## src/rtl/core/plw_pkg.sv

```systemverilog
// Shared types, constants and controller/datapath command structs for the task watchdog.
package plw_pkg;

   localparam int NUM_TASKS  = 8;
   localparam int TASK_IDX_W = (NUM_TASKS > 1) ? $clog2(NUM_TASKS) : 1;
   localparam int TIME_W     = 32;
   localparam int MASK_W     = 32;
   localparam int COUNT_W    = 6;
   localparam int TASKNUM_W  = 8;
   localparam int MODE_W     = 2;

   localparam logic [TIME_W-1:0] TIMEOUT_RESET = 32'd5000;

   // request tdata layout
   localparam int REQ_TDATA_W = 16;
   localparam int REQ_MODE_LO = 0;
   localparam int REQ_TASK_LO = REQ_MODE_LO + MODE_W;

   // response tdata layout
   localparam int RSP_TDATA_W  = 72;
   localparam int RSP_MASK_LO  = 0;
   localparam int RSP_COUNT_LO = RSP_MASK_LO + MASK_W;
   localparam int RSP_ALIVE_LO = RSP_COUNT_LO + COUNT_W;
   localparam int RSP_LAST_LO  = RSP_ALIVE_LO + 1;
   localparam int RSP_USED_W   = RSP_LAST_LO + TIME_W;

   // register file
   localparam int CSR_IDX_W  = 1;
   localparam int CSR_DATA_W = 32;
   localparam logic [CSR_IDX_W-1:0] CSR_ENABLED = 1'd0;
   localparam logic [CSR_IDX_W-1:0] CSR_TIMEOUT = 1'd1;

   // response kinds carried in tuser
   localparam logic KIND_CHECK = 1'b0;
   localparam logic KIND_QUERY = 1'b1;

   typedef enum logic [MODE_W-1:0] {
      MODE_TICK  = 2'd0,
      MODE_FEED  = 2'd1,
      MODE_CHECK = 2'd2,
      MODE_QUERY = 2'd3
   } mode_type;

   typedef struct packed {
      logic tick;
      logic feed;
      logic start_check;
      logic start_query;
      logic step;
      logic load_out;
   } ctrl_cmd_type;

   typedef struct packed {
      logic scan_done;
   } dp_status_type;

endpackage

```

## src/rtl/core/plw_ctrl.sv

```systemverilog
// Controller state machine: request acceptance, scan sequencing and response valid.
module plw_ctrl import plw_pkg::*; (
   input  logic          clock,
   input  logic          reset,
   input  logic          req_tvalid,
   input  mode_type      req_mode,
   output logic          req_tready,
   output logic          rsp_tvalid,
   input  logic          rsp_tready,
   output ctrl_cmd_type  cmd,
   input  dp_status_type status
);

   typedef enum logic [1:0] {
      ST_IDLE,
      ST_SCAN,
      ST_DONE
   } state_type;

   state_type state_ff, state_in;
   logic      out_valid_ff, out_valid_in;
   logic      accept;

   assign req_tready = (state_ff == ST_IDLE);
   assign rsp_tvalid = out_valid_ff;
   assign accept     = req_tvalid && (state_ff == ST_IDLE);

   always_comb begin
      cmd             = '0;
      cmd.tick        = accept && (req_mode == MODE_TICK);
      cmd.feed        = accept && (req_mode == MODE_FEED);
      cmd.start_check = accept && (req_mode == MODE_CHECK);
      cmd.start_query = accept && (req_mode == MODE_QUERY);
      cmd.step        = (state_ff == ST_SCAN);
      // output slot frees up in the same cycle the current response transfers
      cmd.load_out    = (state_ff == ST_DONE) && (!out_valid_ff || rsp_tready);
   end

   always_comb begin
      state_in = state_ff;
      case (state_ff)
         ST_IDLE: begin
            if (cmd.start_check || cmd.start_query) state_in = ST_SCAN;
         end
         ST_SCAN: begin
            if (status.scan_done) state_in = ST_DONE;
         end
         ST_DONE: begin
            if (cmd.load_out) state_in = ST_IDLE;
         end
         default: state_in = ST_IDLE;
      endcase
   end

   always_comb begin
      out_valid_in = out_valid_ff;
      if (cmd.load_out) begin
         out_valid_in = 1'b1;
      end else if (rsp_tready) begin
         out_valid_in = 1'b0;
      end
   end

   always_ff @(posedge clock) begin
      if (reset) begin
         state_ff     <= ST_IDLE;
         out_valid_ff <= 1'b0;
      end else begin
         state_ff     <= state_in;
         out_valid_ff <= out_valid_in;
      end
   end

endmodule

```

## src/rtl/core/plw_datapath.sv

```systemverilog
// Datapath: ms counter, per-task feed stamps, config registers, scan unit, response register.
module plw_datapath import plw_pkg::*; (
   input  logic                   clock,
   input  logic                   reset,
   input  ctrl_cmd_type           cmd,
   output dp_status_type          status,
   input  logic [TASKNUM_W-1:0]   req_task,
   input  logic                   csr_we,
   input  logic [CSR_IDX_W-1:0]   csr_index,
   input  logic [CSR_DATA_W-1:0]  csr_wdata,
   output logic                   out_kind,
   output logic [MASK_W-1:0]      out_mask,
   output logic [COUNT_W-1:0]     out_count,
   output logic                   out_alive,
   output logic [TIME_W-1:0]      out_last
);

   localparam logic [TASK_IDX_W-1:0] LAST_IDX = TASK_IDX_W'(NUM_TASKS - 1);

   logic [TIME_W-1:0]     now_ff, now_in;
   logic [TIME_W-1:0]     stamp_ff [NUM_TASKS];
   logic                  enabled_ff, enabled_in;
   logic [TIME_W-1:0]     timeout_ff, timeout_in;

   logic [TASK_IDX_W-1:0] idx_ff, idx_in;
   logic                  query_ff, query_in;
   logic                  tvalid_ff, tvalid_in;
   logic [MASK_W-1:0]     mask_ff, mask_in;
   logic [COUNT_W-1:0]    count_ff, count_in;
   logic                  alive_ff, alive_in;
   logic [TIME_W-1:0]     last_ff, last_in;

   logic                  kind_ff;
   logic [MASK_W-1:0]     omask_ff;
   logic [COUNT_W-1:0]    ocount_ff;
   logic                  oalive_ff;
   logic [TIME_W-1:0]     olast_ff;

   logic                  req_valid;
   logic [TASK_IDX_W-1:0] req_idx;
   logic [TIME_W-1:0]     stamp_rd;
   logic [TIME_W-1:0]     elapsed;
   logic                  miss;

   assign req_valid = (req_task < TASKNUM_W'(NUM_TASKS));
   assign req_idx   = req_task[TASK_IDX_W-1:0];

   // one stamp read per cycle, addressed by the scan index
   assign stamp_rd = stamp_ff[idx_ff];
   assign elapsed  = now_ff - stamp_rd;  // wraps modulo 2^32
   assign miss     = (elapsed >= timeout_ff);

   assign status.scan_done = query_ff || (idx_ff == LAST_IDX);

   always_comb begin
      now_in = now_ff;
      if (cmd.tick) now_in = now_ff + TIME_W'(1);
   end

   always_comb begin
      enabled_in = enabled_ff;
      timeout_in = timeout_ff;
      if (csr_we) begin
         case (csr_index)
            CSR_ENABLED: enabled_in = csr_wdata[0];
            CSR_TIMEOUT: timeout_in = csr_wdata[TIME_W-1:0];
            default: ;
         endcase
      end
   end

   always_comb begin
      idx_in    = idx_ff;
      query_in  = query_ff;
      tvalid_in = tvalid_ff;
      mask_in   = mask_ff;
      count_in  = count_ff;
      alive_in  = alive_ff;
      last_in   = last_ff;
      if (cmd.start_check || cmd.start_query) begin
         idx_in    = cmd.start_query ? req_idx : '0;
         query_in  = cmd.start_query;
         tvalid_in = req_valid;
         mask_in   = '0;
         count_in  = '0;
         alive_in  = 1'b0;
         last_in   = '0;
      end else if (cmd.step) begin
         if (query_ff) begin
            alive_in = tvalid_ff && (!enabled_ff || !miss);
            last_in  = tvalid_ff ? stamp_rd : '0;
         end else begin
            if (enabled_ff && miss) begin
               mask_in  = mask_ff | (MASK_W'(1) << idx_ff);
               count_in = count_ff + COUNT_W'(1);
            end
            idx_in = idx_ff + TASK_IDX_W'(1);
         end
      end
   end

   always_ff @(posedge clock) begin
      if (reset) begin
         now_ff     <= '0;
         enabled_ff <= 1'b1;
         timeout_ff <= TIMEOUT_RESET;
         for (int i = 0; i < NUM_TASKS; i++) begin
            stamp_ff[i] <= '0;
         end
      end else begin
         now_ff     <= now_in;
         enabled_ff <= enabled_in;
         timeout_ff <= timeout_in;
         if (cmd.feed && req_valid) begin
            stamp_ff[req_idx] <= now_ff;
         end
      end
   end

   always_ff @(posedge clock) begin
      idx_ff    <= idx_in;
      query_ff  <= query_in;
      tvalid_ff <= tvalid_in;
      mask_ff   <= mask_in;
      count_ff  <= count_in;
      alive_ff  <= alive_in;
      last_ff   <= last_in;
      if (cmd.load_out) begin
         kind_ff   <= query_ff ? KIND_QUERY : KIND_CHECK;
         omask_ff  <= mask_ff;
         ocount_ff <= count_ff;
         oalive_ff <= alive_ff;
         olast_ff  <= last_ff;
      end
   end

   assign out_kind  = kind_ff;
   assign out_mask  = omask_ff;
   assign out_count = ocount_ff;
   assign out_alive = oalive_ff;
   assign out_last  = olast_ff;

endmodule

```

## src/rtl/core/per_task_liveness_watchdog_core.sv

```systemverilog
// Per-task liveness watchdog: top level joining the controller and the datapath.
//
// Usage:
//   req channel: one transfer per command; mode 0 ticks the ms counter, 1 feeds
//   task_index, 2 checks all tasks, 3 queries task_index.
//   rsp channel: one transfer for each check or query; tuser says which.
//   csr port: csr_we writes csr_index (0 enabled, 1 timeout_ms) at the edge.
// Timing:
//   Tick and feed keep the controller idle; req_tready stays high, so they can
//   follow back to back. A check walks the NUM_TASKS stamps one per cycle
//   through a single subtract-and-compare unit, then loads the output register
//   and returns to idle as it loads. A query uses the same unit once.
//   req_tready is low while a check or query is in flight.
// Reset: counter and stamps clear to zero, enabled = 1, timeout_ms = 5000.
// Stall: the response waits in its output register while new ticks and feeds
//   are still taken; the next check or query waits after its last step until
//   the pending response transfers.
module per_task_liveness_watchdog_core import plw_pkg::*; (
   input  logic                   clock,
   input  logic                   reset,
   input  logic                   req_tvalid,
   output logic                   req_tready,
   input  logic [REQ_TDATA_W-1:0] req_tdata,   // mode[1:0], task_index[9:2], zero pad
   output logic                   rsp_tvalid,
   input  logic                   rsp_tready,
   output logic [RSP_TDATA_W-1:0] rsp_tdata,   // miss_mask, miss_count, task_alive,
                                               // last_feed_ms, zero pad
   output logic                   rsp_tuser,   // result_kind
   input  logic                   csr_we,
   input  logic [CSR_IDX_W-1:0]   csr_index,
   input  logic [CSR_DATA_W-1:0]  csr_wdata
);

   ctrl_cmd_type          cmd;
   dp_status_type         status;
   mode_type              req_mode;
   logic [TASKNUM_W-1:0]  req_task;
   logic                  out_kind;
   logic [MASK_W-1:0]     out_mask;
   logic [COUNT_W-1:0]    out_count;
   logic                  out_alive;
   logic [TIME_W-1:0]     out_last;

   assign req_mode = mode_type'(req_tdata[REQ_MODE_LO +: MODE_W]);
   assign req_task = req_tdata[REQ_TASK_LO +: TASKNUM_W];

   plw_ctrl u_ctrl (
      .clock      (clock),
      .reset      (reset),
      .req_tvalid (req_tvalid),
      .req_mode   (req_mode),
      .req_tready (req_tready),
      .rsp_tvalid (rsp_tvalid),
      .rsp_tready (rsp_tready),
      .cmd        (cmd),
      .status     (status)
   );

   plw_datapath u_datapath (
      .clock     (clock),
      .reset     (reset),
      .cmd       (cmd),
      .status    (status),
      .req_task  (req_task),
      .csr_we    (csr_we),
      .csr_index (csr_index),
      .csr_wdata (csr_wdata),
      .out_kind  (out_kind),
      .out_mask  (out_mask),
      .out_count (out_count),
      .out_alive (out_alive),
      .out_last  (out_last)
   );

   assign rsp_tdata = {(RSP_TDATA_W - RSP_USED_W)'(0), out_last, out_alive, out_count, out_mask};
   assign rsp_tuser = out_kind;

`ifndef SYNTHESIS
   a_count_matches_mask: assert property (@(posedge clock) disable iff (reset)
      rsp_tvalid |-> (rsp_tdata[RSP_COUNT_LO +: COUNT_W] ==
                      COUNT_W'($countones(rsp_tdata[RSP_MASK_LO +: MASK_W]))))
      else $error("miss_count disagrees with miss_mask");

   a_query_no_mask: assert property (@(posedge clock) disable iff (reset)
      (rsp_tvalid && (rsp_tuser == KIND_QUERY)) |->
         (rsp_tdata[RSP_MASK_LO +: MASK_W] == '0))
      else $error("query response carries a miss mask");

   a_check_no_query_fields: assert property (@(posedge clock) disable iff (reset)
      (rsp_tvalid && (rsp_tuser == KIND_CHECK)) |->
         (!rsp_tdata[RSP_ALIVE_LO] && (rsp_tdata[RSP_LAST_LO +: TIME_W] == '0)))
      else $error("check response carries query fields");

   a_busy_after_check: assert property (@(posedge clock) disable iff (reset)
      (req_tvalid && req_tready &&
       ((req_tdata[REQ_MODE_LO +: MODE_W] == MODE_CHECK) ||
        (req_tdata[REQ_MODE_LO +: MODE_W] == MODE_QUERY))) |=> !req_tready)
      else $error("new request taken while a scan is in flight");
`endif

endmodule
```

## config.mk

```make
export PLATFORM = sky130hd
export DESIGN_NAME = per_task_liveness_watchdog_core
export DESIGN_NICKNAME = d
export VERILOG_FILES = /design/src/rtl/core/plw_pkg.sv /design/src/rtl/core/plw_ctrl.sv /design/src/rtl/core/plw_datapath.sv /design/src/rtl/core/per_task_liveness_watchdog_core.sv
export SDC_FILE = /design/constraint.sdc
export NUM_CORES = 1
export LEC_CHECK = 0
export ABC_CLOCK_PERIOD_IN_PS = 15450
export BUFFER_PORTS_ARGS = -buffer_cell sky130_fd_sc_hd__buf_4
export CORE_MARGIN = 2
export CORE_UTILIZATION = 65
export DETAILED_ROUTE_END_ITERATION = 12
export PLACE_DENSITY = 0.85
export SETUP_SLACK_MARGIN = 0.3
export SYNTH_ARGS = -nofsm -noshare
export SYNTH_HDL_FRONTEND = slang
export SYNTH_HIERARCHICAL = 1
export SYNTH_SLANG_ARGS = --single-unit
```

## constraint.sdc

```tcl
create_clock -name clock -period 15.45 [get_ports clock]
set_input_delay 3.09 -clock clock [delete_from_list [all_inputs] [get_ports clock]]
set_output_delay 3.09 -clock clock [all_outputs]
set_load 0.005 [all_outputs]
```

==> results of run 1 <==
-- where the power goes --
group | switching [W] | internal, W
Sequential | 0.0000335 | 0.00127
Combinational | 0.000223 | 0.000174
Clock | 0.000424 | 0.000596
Total | 0.000680 | 0.00204
-- cell usage after synthesis (9+ instances only) --
cell type    n
dfxtp_1    118
inv_1       41
nor3_1      33
and2_1     227
mux4_2      64
nor2b_1     38
o21ai_0     17
a21oi_1     96
nor2_1      92
and3_1      19
edfxtp_1   309
nand2b_1    17
xor2_1      30
a21o_1      31
nand4_1     12
xnor2_1     29
buf_4       34
buf_6       11
a31oi_1     12
nand3_1     12
or2_2       11
clkbuf_1    66
ha_1        72
mux2i_1     34
buf_2        9
nand2_1     96
-- critical path: cells and delay by family (launching register included) --
kind / cells / cell delay (ns)
fa+ha+maj: 2 / 0.72
buf+inv: 1 / 0.66
mux: 2 / 1.04
compound gates: 9 / 2.50
xor+xnor: 1 / 0.14
flops: 1 / 0.79
simple gates: 6 / 1.11
-- registers in the layout (all words and copies together), names as in the netlist, named ones only --
| name | count |
|---|---|
| u_ctrl/rsp_tvalid | 1 |
| u_datapath/out_mask | 8 |
| u_datapath/last_ff | 32 |
| u_datapath/out_alive | 1 |
| u_datapath/count_ff | 6 |
| u_datapath/now_ff | 32 |
| u_datapath/out_count | 6 |
| u_datapath/query_ff | 1 |
| u_datapath/idx_ff | 3 |
| u_datapath/tvalid_ff | 1 |
| u_datapath/out_last | 32 |
| u_datapath/alive_ff | 1 |
| u_datapath/out_kind | 1 |
| u_datapath/mask_ff | 8 |
| u_datapath/enabled_ff | 1 |
| u_ctrl/state_ff | 2 |
| u_datapath/timeout_ff | 32 |
| u_datapath/stamp_ff | 256 |
-- area by class of cell --
type                    count  area (µm²)  share of cell area, %
flip-flops and latches    427       11650                  51.73
repair buffers            105       788.3                  3.501
inverters                  44       165.2                 0.7335
clock buffers              63        1285                  5.707
well taps                 396       495.5                  2.200
multi-input cells        1064        8013                  35.59
clock inverters            17       122.6                 0.5446
-- per-layer routing --
metal	global-route usage (%)	routed length (µm)	vias up
li1	-	-	5911
met1	37.30	18520	6419
met4	9.333	1174	0
met2	48.41	22520	640
met3	5.355	4172	97
met5	0	0	-
-- through the flow --
stage	power, W	area, µm²	hold slack, ns	setup slack (ns)	cells
floorplan	0.001609	20540	0.4086	10.24	1668
global placement	0.001701	21110	0.4159	8.436	2036
detailed placement	0.001718	21110	0.4183	8.345	2036
CTS	0.002727	22520	0.4319	8.261	2116
global route	0.002816	22520	0.4417	7.886	2116
finish	0.002724	22520	0.4305	8.303	2116
-- worst max-delay path by stage --
stage / from / to
4_1_cts: register / u_datapath/count_ff[3]
3_3_place_gp: req_tdata[8] / u_datapath/stamp_ff[2][8]
2_1_floorplan: req_tdata[8] / u_datapath/stamp_ff[2][0]
6_report: register / u_datapath/count_ff[3]
3_5_place_dp: register / u_datapath/count_ff[3]
5_1_grt: register / u_datapath/count_ff[3]
-- cell families (layout without fill, tap and decap cells) --
logic type / count (synthesis) / in the layout / share of synthesized area [%]
AOI/OAI and AO/OA: 202 / 202 / 6.289
adders and majority gates: 73 / 73 / 4.503
other: 2 / 25 / 0.03672
buffers and inverters: 177 / 229 / 4.381
DFF: 427 / 427 / 56.92
xor gates and xnor gates: 59 / 59 / 2.527
muxes: 102 / 102 / 8.932
and+or+nand+nor: 603 / 603 / 16.41
==> flow_summary.toml, run 1 <==
[sta]
slew_violations = 0
rsz0062_at_grt = "no"
finalClockSkew_ns = 0.01233
period_share_pct = 46.26
relSlewSlack_pct = 15.83
setup_viol_count_final = 0
tns_ns = 0
worst_slew_pin_slew_ns = 1.263
timing.fmax_mhz = 139.9
hold_violations = 0
fin_crit_ns = 7.147

[critical_path]
cp_max_fo = 33
crit_required_ns = 15.88
endpoint_kind = "register"
crit_slowest_cell = "dfxtp_4"
cp_data_arrival_time_ns = 7.58
path_class = "register to register"
slowest_delay_ns = 0.79
reg2reg_to = "u_datapath/count_ff[3]"
rr_worst_depth = 21
path_cells = "buf_4 -> mux4_2 -> mux2i_1 -> ha_1 -> a211oi_1 -> nor2_1 -> nor4_2 -> a21oi_1 -> a221oi_2 -> o31ai_2 -> o41ai_2 -> xnor2_1 -> ha_1 -> nand4_1 -> or2_2 -> nor2_1 -> nand4_1 -> a31oi_1 -> o21a_2 -> a21oi_1 -> a31o_2"
reg2reg_slack_ns = 8.30
critPathLaunchType = "register"

[floorplanning]
fp.dieW_um = 181.4
initial_core_util_pct = 66.51
core_area_um2 = 30750
io_pins = 129
die_area_um2 = 32900
die-height_um = 181.4
row_count = 64

[clocking]
post_cts_resized = 0
clock_path_buffers = 3
post-cts-setup-buffers = 0
cts.sinks = 427
cts_tree = "done"
htree_num_levels = 2
cts_root_buffer = "clkbuf_16"
cts.clk_slew.worst_paths_ns = 0.06
cts_hold_buffers = 0
clk_latency_ns = 0.55
numCtsBuffers = 43

[run]
drv_cap = 0

[routing]
drc = 0
ant_nets = 0
drt_iter0_drc = 1093
wirelength_um = 46390
detailroute.via_count = 13070
first_pass_iters = 6
wl_per_cell_um = 21.92
vias_per_cell = 6.175

[finish]
mostFrequentLayoutCell = "edfxtp_1"
nNetsFinal = 1812
fin_util_pct = 73.23
area_growth_pct = 10.10
fillers = 1867
mostFrequentLayoutCells = "309 x edfxtp_1, 227 x and2_1, 115 x dfxtp_1"
diodes = 0
drive_above_1_share_pct = 16.34

[grt]
grt_use_total_pct = 28.48
antenna_found_initial = 0
grt-ovfl-total = 0
grt_max_degree = 78
grt_pass1_wl_um = 72120
grt_pass1_vias = 13350

[placement]
place.gp.congestion = 0.9000
io_buffers = 97
hpwl_um = 28800

[logic_synthesis]
seq_area_frac_synth_pct = 56.92
ys_types = 78
synth.avg_cell_area_um2 = 12.43
syn_area_um2 = 20450
async_flop_share_pct = 0
synth_top_cell_by_area = "edfxtp_1"
syn_inst = 1645
ys_ff_latch = 427
synth_warnings = 6
synth-edff-count = 309
ys_top_cells_by_area = "edfxtp_1 45%, dfxtp_1 12%, mux4_2 7.0%, and2_1 6.9%, ha_1 4.4%"
synth_top_area_share_pct = 45.37
synth_ff_type = "edfxtp_1"

[worst_hold_path]
holdCritStartpoint = "u_datapath/last_ff[24]"
hold_path_end = "u_datapath/out_last[24]"
hold_depth = 0
hp-class = "register to register"

[power_and_ir_drop]
p_leak_nw = 8.589
powerDensity_nw_per_um2 = 121.0
vdd_ir_drop_max_mv = 0.07456

[status]
status = "complete, no violations"
No activity file was read; power rests on OpenSTA's default activity.
==> run 2: changes to the inputs <==
- ABC_CLOCK_PERIOD_IN_PS: 15450 -> 6400
- CORE_UTILIZATION: 65 -> 55
- PLACE_DENSITY: 0.85 -> 0.76
- clock period: 15.45 -> 6.4 ns (I/O delays scaled with it)
==> flow_summary.toml, run 2 (synthesized netlist as in run 1, its figures left out) <==
[status]
status = "complete, no violations"

[sta]
fin_crit_ns = 5.831
timing.fmax_mhz = 171.5
setup_viol_count_final = 0
period_share_pct = 91.11
setup_ws_ns = 0.5689
slew_violations = 0
tns_ns = 0
finalClockSkew_ns = 0.02176
rsz0062_at_grt = "no"
hold_violations = 0
relSlewSlack_pct = 17.40
worst_slew_pin_slew_ns = 1.239

[finish]
seq_area_um2 = 11650
drive_above_1_share_pct = 17.99
area_growth_pct = 12.01
fillers = 2732
mostFrequentLayoutCell = "edfxtp_1"
nNetsFinal = 1833
mostFrequentLayoutCells = "309 x edfxtp_1, 227 x and2_1, 122 x buf_4"
multi_input_area_um2 = 8063
final_cell_area_um2 = 22910
largest_reg_flops = 256
diodes = 0
largest-register = "u_datapath/stamp_ff"

[worst_hold_path]
hold_depth = 0
holdCritStartpoint = "u_datapath/last_ff[8]"
hold_path_end = "u_datapath/out_last[8]"
hp-class = "register to register"

[grt]
grt_pass1_vias = 12940
grt_max_degree = 78
grt-ovfl-total = 0
antenna_found_initial = 0
grt_pass1_wl_um = 72520
grt_use_total_pct = 24.79

[clocking]
clock_path_buffers = 3
cts.clk_slew.worst_paths_ns = 0.06
numCtsBuffers = 42
cts_tree = "done"
post-cts-setup-buffers = 0
clk_latency_ns = 0.57
htree_num_levels = 2
cts.sinks = 427
cts_root_buffer = "clkbuf_16"
post_cts_resized = 0
cts_hold_buffers = 0

[floorplanning]
row_count = 70
die_area_um2 = 38740
io_pins = 129
core_area_um2 = 36610
fp.dieW_um = 196.8
die-height_um = 196.8
initial_core_util_pct = 55.86

[critical_path]
critPathLaunchType = "register"
endpoint_kind = "register"
cp_data_arrival_time_ns = 6.32
path_class = "register to register"
crit_required_ns = 6.88
rr_worst_depth = 23
reg2reg_to = "u_datapath/mask_ff[5]"
reg2reg_slack_ns = 0.57
cp_max_fo = 10

[power_and_ir_drop]
powerDensity_nw_per_um2 = 292.7
vdd_ir_drop_max_mv = 0.1484
power_w = 0.006705
p_leak_nw = 8.734

[routing]
ant_nets = 0
detailroute.via_count = 12900
drc = 0
drt_iter0_drc = 1387
vias_per_cell = 5.844
first_pass_iters = 8
wl_per_cell_um = 21.67
wirelength_um = 47850

[placement]
io_buffers = 97
place.gp.congestion = 0.8762
pre_cts_ws_ns = 0.4103
placed_area_um2 = 21400
hpwl_um = 30740

[run]
drv_cap = 0
-- run 2: changes by cell type in the layout (fill, tap and decap cells not counted), moves of 3 or more --
cell       delta
mux2i_2       +5
buf_4        +17
mux2i_1       -5
buf_12        +3
bufinv_16     +4
clkinv_1      -6
clkinv_2      +3
-- run 2: layout make-up --
cell class	count	area share, %
clock inverters	17	1.016
repair buffers	127	4.359
well taps	468	2.556
flip-flops and latches	427	50.85
inverters	44	0.7210
clock buffers	61	5.304
multi-input cells	1064	35.20
-- run 2: how the worst max path moves through the flow --
| stage | endpoint | depth (start not counted) | start |
|---|---|---|---|
| final | u_datapath/mask_ff[5] | 23 | register |
| after global routing | u_datapath/mask_ff[5] | 23 | register |
| after CTS | u_datapath/mask_ff[5] | 23 | register |
| after detailed placement | u_datapath/mask_ff[5] | 23 | register |
| after global placement | u_datapath/mask_ff[6] | 23 | register |
| after floorplan | u_datapath/count_ff[3] | 24 | register |
-- run 2: where the power goes --
part	internal (W)	switching, W
combinational	0.000442	0.000560
clock	0.00153	0.00104
sequential	0.00307	0.0000580
total	0.00505	0.00166
-- run 2: worst max-delay path, stage by stage, from the launching register on --
cell,delay [ns]
dfxtp_4,0.48
buf_6,0.23
mux4_2,0.54
mux2i_2,0.28
ha_1,0.35
a211oi_1,0.32
nor2_1,0.13
nor4_2,0.15
a21oi_1,0.12
a221oi_4,0.39
o31ai_2,0.15
o41ai_2,0.27
xnor2_1,0.13
ha_1,0.32
nand4_1,0.12
or2_2,0.32
nor2_1,0.23
nand4_1,0.20
a31oi_1,0.20
buf_4,0.17
o21a_2,0.23
buf_4,0.19
a31oi_1,0.11
nor2_1,0.11
-- run 2: metrics by stage --
step | cells | hold WS [ns] | util [%]
5_1_grt | 2208 | 0.4473 | 62.57
2_1_floorplan | 1668 | 0.4086 | -
4_1_cts | 2208 | 0.4338 | 62.41
3_3_place_gp | 2130 | 0.4170 | 58.46
3_5_place_dp | 2130 | 0.4194 | 58.46
6_report | 2208 | 0.4341 | 62.57
-- run 2: metal layers --
| layer | routed length (µm) | up-vias | track usage, % |
|---|---|---|---|
| li1 | - | 5953 | - |
| met1 | 19590 | 6388 | 33.16 |
| met2 | 23450 | 471 | 41.83 |
| met3 | 3428 | 91 | 3.457 |
| met4 | 1390 | 0 | 8.577 |
| met5 | 0 | - | 0 |
